--- src/hw/rtl/uvs_div_lane.sv ---
// pipelined rounded divider lane, one quotient bit per stage
`timescale 1ns / 1ps
`default_nettype none
module uvs_div_lane #(
  parameter int IW = 9,
  parameter int QW = 17,
  parameter int SHIFT = 16
) (
  input  wire logic          clk,
  input  wire logic          rst,
  input  wire logic          en,
  input  wire logic          vin,
  input  wire logic [IW-1:0] idx,
  input  wire logic [IW-1:0] cnt,
  output logic               vout,
  output logic [QW-1:0]      quo
);
  localparam int NW = IW + QW + 1;
  localparam int DW = IW + 1;

  logic [NW-1:0] numer;
  logic [DW-1:0] den;
  logic [DW-1:0] rem [QW];
  logic [QW-1:0] low [QW];
  logic [QW-1:0] qacc [QW];
  logic          v [QW];

  assign numer = (NW'(idx) << (SHIFT + 1)) + NW'(cnt);
  assign den   = {cnt, 1'b0};

  for (genvar s = 0; s < QW; s++) begin : g_stage
    logic [DW-1:0] r_src;
    logic [QW-1:0] l_src;
    logic [QW-1:0] q_src;
    logic          v_src;
    logic [DW:0]   t;
    logic [DW:0]   diff;
    logic          qbit;
    if (s == 0) begin : g_first
      assign r_src = numer[NW-1:QW];
      assign l_src = numer[QW-1:0];
      assign q_src = '0;
      assign v_src = vin;
    end else begin : g_rest
      assign r_src = rem[s-1];
      assign l_src = low[s-1];
      assign q_src = qacc[s-1];
      assign v_src = v[s-1];
    end
    always_comb begin
      t    = {r_src, l_src[QW-1]};
      diff = t - {1'b0, den};
      qbit = (t >= {1'b0, den});
    end
    always_ff @(posedge clk) begin
      if (rst) begin
        v[s] <= 1'b0;
      end else if (en) begin
        v[s] <= v_src;
      end
      if (en) begin
        rem[s]  <= qbit ? diff[DW-1:0] : t[DW-1:0];
        low[s]  <= {l_src[QW-2:0], 1'b0};
        qacc[s] <= {q_src[QW-2:0], qbit};
      end
    end
  end

  assign vout = v[QW-1];
  assign quo  = qacc[QW-1];
endmodule
`default_nettype wire

--- config.mk ---
export PLATFORM = sky130hd
export DESIGN_NAME = uvs_div_lane
export DESIGN_NICKNAME = d
export VERILOG_FILES = /design/src/hw/rtl/uvs_div_lane.sv
export SDC_FILE = /design/constraint.sdc
export NUM_CORES = 1
export LEC_CHECK = 0
export ABC_AREA = 1
export BUFFER_PORTS_ARGS = -buffer_cell sky130_fd_sc_hd__buf_4
export CELL_PAD_IN_SITES_DETAIL_PLACEMENT = 1
export CELL_PAD_IN_SITES_GLOBAL_PLACEMENT = 1
export CORE_MARGIN = 4
export CORE_UTILIZATION = 45
export DETAILED_ROUTE_END_ITERATION = 10
export PLACE_DENSITY_LB_ADDON = 0.12
export SLEW_MARGIN = 20
export SYNTH_ARGS = -nofsm -noshare
export SYNTH_HDL_FRONTEND = slang
export SYNTH_SLANG_ARGS = --single-unit
--- constraint.sdc ---
create_clock -name clk -period 1.8 [get_ports clk]
set_input_delay 0 -clock clk [delete_from_list [all_inputs] [get_ports clk]]
set_output_delay 0 -clock clk [all_outputs]
set_load 0.03 [all_outputs]
* Word-level counts from Yosys, hierarchy flattened
Memory sizes are Yosys's and may differ from the RTL's. Cells that the tools add are included.
Storage, ports and cells: output and inout bits 18, word-level logic and storage cells 96, bits in writable memories 748, memories 4, bits in registers 0, bits of input ports 22
Operators by class: bitwise logic cells 17, magnitude comparators 17, $add $sub $neg 18, muxes and demuxes 40
Memory list:
- qacc | words 17, width 17, read ports 17, clocked after Yosys merged registers in 0, write ports 17, RTL line 25 | logic [QW-1:0] qacc [QW];
- low | words 17, width 16, read ports 16, clocked after Yosys merged registers in 0, write ports 17, RTL line 24 | logic [QW-1:0] low [QW];
- rem | words 17, width 10, read ports 16, clocked after Yosys merged registers in 0, write ports 17, RTL line 23 | logic [DW-1:0] rem [QW];
- v | words 17, width 1, read ports 17, clocked after Yosys merged registers in 0, write ports 17, RTL line 26 | logic v [QW];
Operators with widths (count):
- greater-or-equal comparator 11 x 10 -> 1 bit | 17
- 2-to-1 mux 10 bit | 17
- subtractor 10 bit | 17
- adder 26 x 9 -> 27 bit | 1
- 2-to-1 mux 1 bit | 23
- bitwise OR 1 bit | 17

* Depth between registers and ports, before layout
depth in word-level cells 4, mapped depth 12, depth with buffers taken out 12

* Worst setup path before layout
No wires, ideal clock.
kind flip-flop to flip-flop, start memory rem[0][90] (netlist bit), end memory rem[0][101] (netlist bit) (data pin), path buffers 0, period minus slack after synthesis 1838 ps, stages on the path, launching flop included 12, setup time 253 ps, data arrival time 1585 ps, setup slack -38 ps, cells stage by stage edfxtp_1 -> inv_1 -> ha_1 -> fa_1 -> inv_1 -> nand2_1 -> nand2_1 -> nand3b_1 -> nand2_1 -> nand2_2 -> nand3_1 -> nand2_1
RTL lines (RTL line):
- start, declared | 23

==> summary.md <==
| Metric | Value |
|---|---|
| Maximum number of pins on one net before global-route repair | `just under 60` |
| Row count | `83` |
| Outcome | `finished with violations` |
| Die Ht | `~240 um` |
| P_sw | `about 23 mW` |
| Via density | `approximately 5.4` |
| CTS tree | `yes` |
| Clock share of power | `0.173` |
| Final Cycle Share | `1.20` |
| CP most frequent cell | `nand2_1` |
| Root Buffer | `clkbuf_16` |
| Crit path capture type | `register` |
| Worst hold slack | `~60 ps` |
| Number of sinks on the clock net | `430` |
| Post-Route WL | `about 84 mm` |
| Final setup vio count | `134` |
| Slew headroom | `0.626` |
| Syn Area/Cell | `between 9 and 10 um^2` |
| Final setup margin | `-354 ps` |
| Worst-Margin Slew | `about 560 ps` |
| First-pass GRT wire length | `106 mm` |
| CTS Buf Count | `48` |
| Crit path largest cell delay | `400 ps` |
| Die boundary width | `approximately 240 um` |
| Initial Util | `0.454` |
| RSZ-0062 raised after global routing | `true` |
| Register area share after synthesis | `0.554` |
| Area grow syn2layout | `44.3%` |
| CP max FO | `6` |
| Logic pwr share | `0.541` |
| Net count of the mapped netlist | `around 2600` |
| Register bit total from synthesis | `430` |
| Delay-heaviest family, CP | `simple AND/OR/NAND/NOR gates` |
| Antenna fix cells | `0` |
| Flop pwr share | `0.285` |
| Crit-path slowest cell | `edfxtp_1` |
| Int Pwr | `between 30 and 40 mW` |
| Clock Tree Buf Depth | `3` |
| Synth Instances | `~2400` |
| Layout cells sized above 1 | `0.401` |
| Global Route Usage Sum | `0.235` |
| Required @ worst endpoint | `~2100 ps` |
| Worst Hold Class | `input port to register` |
| Layout net count | `3242` |
| Number of synthesis warnings | `0` |
| Remaining DRCs | `0` |
| Via count | `20400` |
| Violated checks | `setup timing` |
| Clock latency at the later pin of the worst-skew pair | `around 600 ps` |
| Min cycle time layout | `between 2000 and 2500 ps` |
| Switching Share | `0.412` |
| Max VDD drop | `around 0.94 mV` |
| Clk slew on worst S/H paths | `around 60 ps` |
| Pwr dens | `about 1600 nW/um^2` |
| PortBufs | `39` |
| DRT antenna net count | `0` |
| Met3 usage | `0.0301` |
| Grt total ovfl | `0` |
| Cells along the critical path | `ha_1 -> nand2_1 -> nand2_1 -> a21oi_1 -> and2_4 -> nand2_8 -> nand2_2 -> nand2_1` |
| Fmax | `~460 MHz` |
| GR Util met2 | `0.447` |
| 1st-pass router iterations | `5` |
| Startpoint Class | `register` |
| H-tree Lvls | `2` |
| Grt peak-use layer | `met2` |
| Final Wtd Congestion | `0.864` |
| CP Buf/Inv Count | `0` |
| Critical Setup Path Class | `register to register` |
| Detailed placement HPWL | `between 40 and 50 mm` |
| Initial antenna violation count | `0` |
| Vias in the first global route | `around 21000` |
| Iter 0 DRT Violations | `1244` |
| Drt wl/cell | `22.3 um` |
| Leak | `between 15 and 20 nW` |
| Synth Cell Area | `approximately 23000 um^2` |
| Filler cells | `roughly 5400` |
| Cell Count, Final, Fillers Out | `between 3000 and 4000` |
| Core area | `between 50000 and 60000 um^2` |
| Max Slew Vio Count | `0` |
| Fin. Hold Viols | `0` |
| I/O pin total | `40` |
| Die Footprint | `approximately 55000 um^2` |
| Clock skew | `18.5 ps` |
| Placed insts | `~3500` |
| Maxcap violations | `0` |
| Most frequent cells in the layout | `nand2_1, buf_4, edfxtp_1` |
| Most common cell after layout, fill and taps aside | `nand2_1` |
| Arr. time, crit path | `2490 ps` |
| Met1 GRT Util | `0.273` |
| Synth unique cells | `30` |
-- state kept, by name, summed over array words and instances (netlist names) --
signal  count
rem       152
qacc      153
v          17
low       108
-- cell type report --
class	instances	area [um^2]	area share
Clock buffer	56	1230	0.0366
Clock inverter	30	262	0.00778
Inverter	357	1350	0.0400
Multi-Input combinational cell	1660	12300	0.366
Sequential cell	430	12900	0.384
Tap cell	680	851	0.0253
Timing Repair Buffer	554	4710	0.140
Timing Repair inverter	1	7.51	0.000223
-- final timing paths --
path	start	endpoint	slack (ps)	cells past startpoint
setup / recovery	rem[0][117]	rem[0][123]	-350	8
hold / removal	rst	v[5]	60	2
setup reg to reg	rem[0][117]	rem[0][123]	-350	8
hold reg to reg	qacc[7][6]	qacc[8][7]	410	0
-- through the flow --
step            util  setup WS, ps  power, mW  area [um^2]  setup TNS (ps)
2_1_floorplan      -         0.298       26.9        23400               0
3_3_place_gp   0.530          -204       34.0        27200          -14370
3_5_place_dp   0.530          -318       35.2        27200          -23710
4_1_cts        0.595          -170       47.3        30500           -7020
5_1_grt        0.656          -395       57.8        33600          -27690
6_report       0.656          -354       54.8        33600          -18430
-- synth_stat cells (all sizes together) --
| cell type | count | area share |
|---|---|---|
| nand2 | 891 | 0.15 |
| edfxtp | 430 | 0.55 |
| inv | 357 | 0.057 |
| nand3 | 256 | 0.055 |
| ha | 152 | 0.082 |
| nor2 | 125 | 0.022 |
| a21oi | 77 | 0.017 |
| xor2 | 25 | 0.0094 |
| buf | 23 | 0.0082 |
| xnor2 | 23 | 0.0086 |
| nand4 | 22 | 0.0059 |
| fa | 16 | 0.014 |
| or2 | 15 | 0.0040 |
| nor3 | 12 | 0.0026 |
| nand3b | 9 | 0.0029 |
| and2 | 8 | 0.0021 |
| a21boi | 3 | 0.00097 |
| a31oi | 1 | 0.00027 |
| clkbuf | 1 | 0.00016 |
| nor3b | 1 | 0.00032 |
| o211ai | 1 | 0.00032 |
| o21ai | 1 | 0.00021 |
-- power groups by stage --
| stage | combinational, mW | sequential, mW | clock (mW) |
|---|---|---|---|
| finish | 29.7 | 15.6 | 9.50 |
| global route | 31.9 | 15.8 | 10.1 |
| CTS | 22.4 | 15.3 | 9.61 |
| detailed placement | 19.8 | 15.4 | 0 |
| global placement | 18.7 | 15.3 | 0 |
| floorplan | 12.0 | 14.9 | 0 |
-- cells by family after synthesis --
kind of cell,after synthesis,share of synthesized area
AO/OA/AOI/OAI,83,0.0183
XOR/XNOR,48,0.0180
adder cells (fa/ha/maj),168,0.0953
buffers and inverters,381,0.0658
flip-flops,430,0.554
AND/OR/NAND/NOR,1339,0.248
-- timing repair --
item,in CTS,in global routing
pin swaps,72,247
resized for setup,218,503
endpoints found under the hold margin,42,0
hold buffers,20,0
buffers inserted,61,89
cloned,14,11
setup endpoints to repair,144,145
-- routing by layer --
metal	vias up	wire length, um
met5	-	0
met3	288	3280
met4	0	4480
met1	10200	31100
met2	630	45200
li1	9305	-
Power figures use the tool's default switching activity.
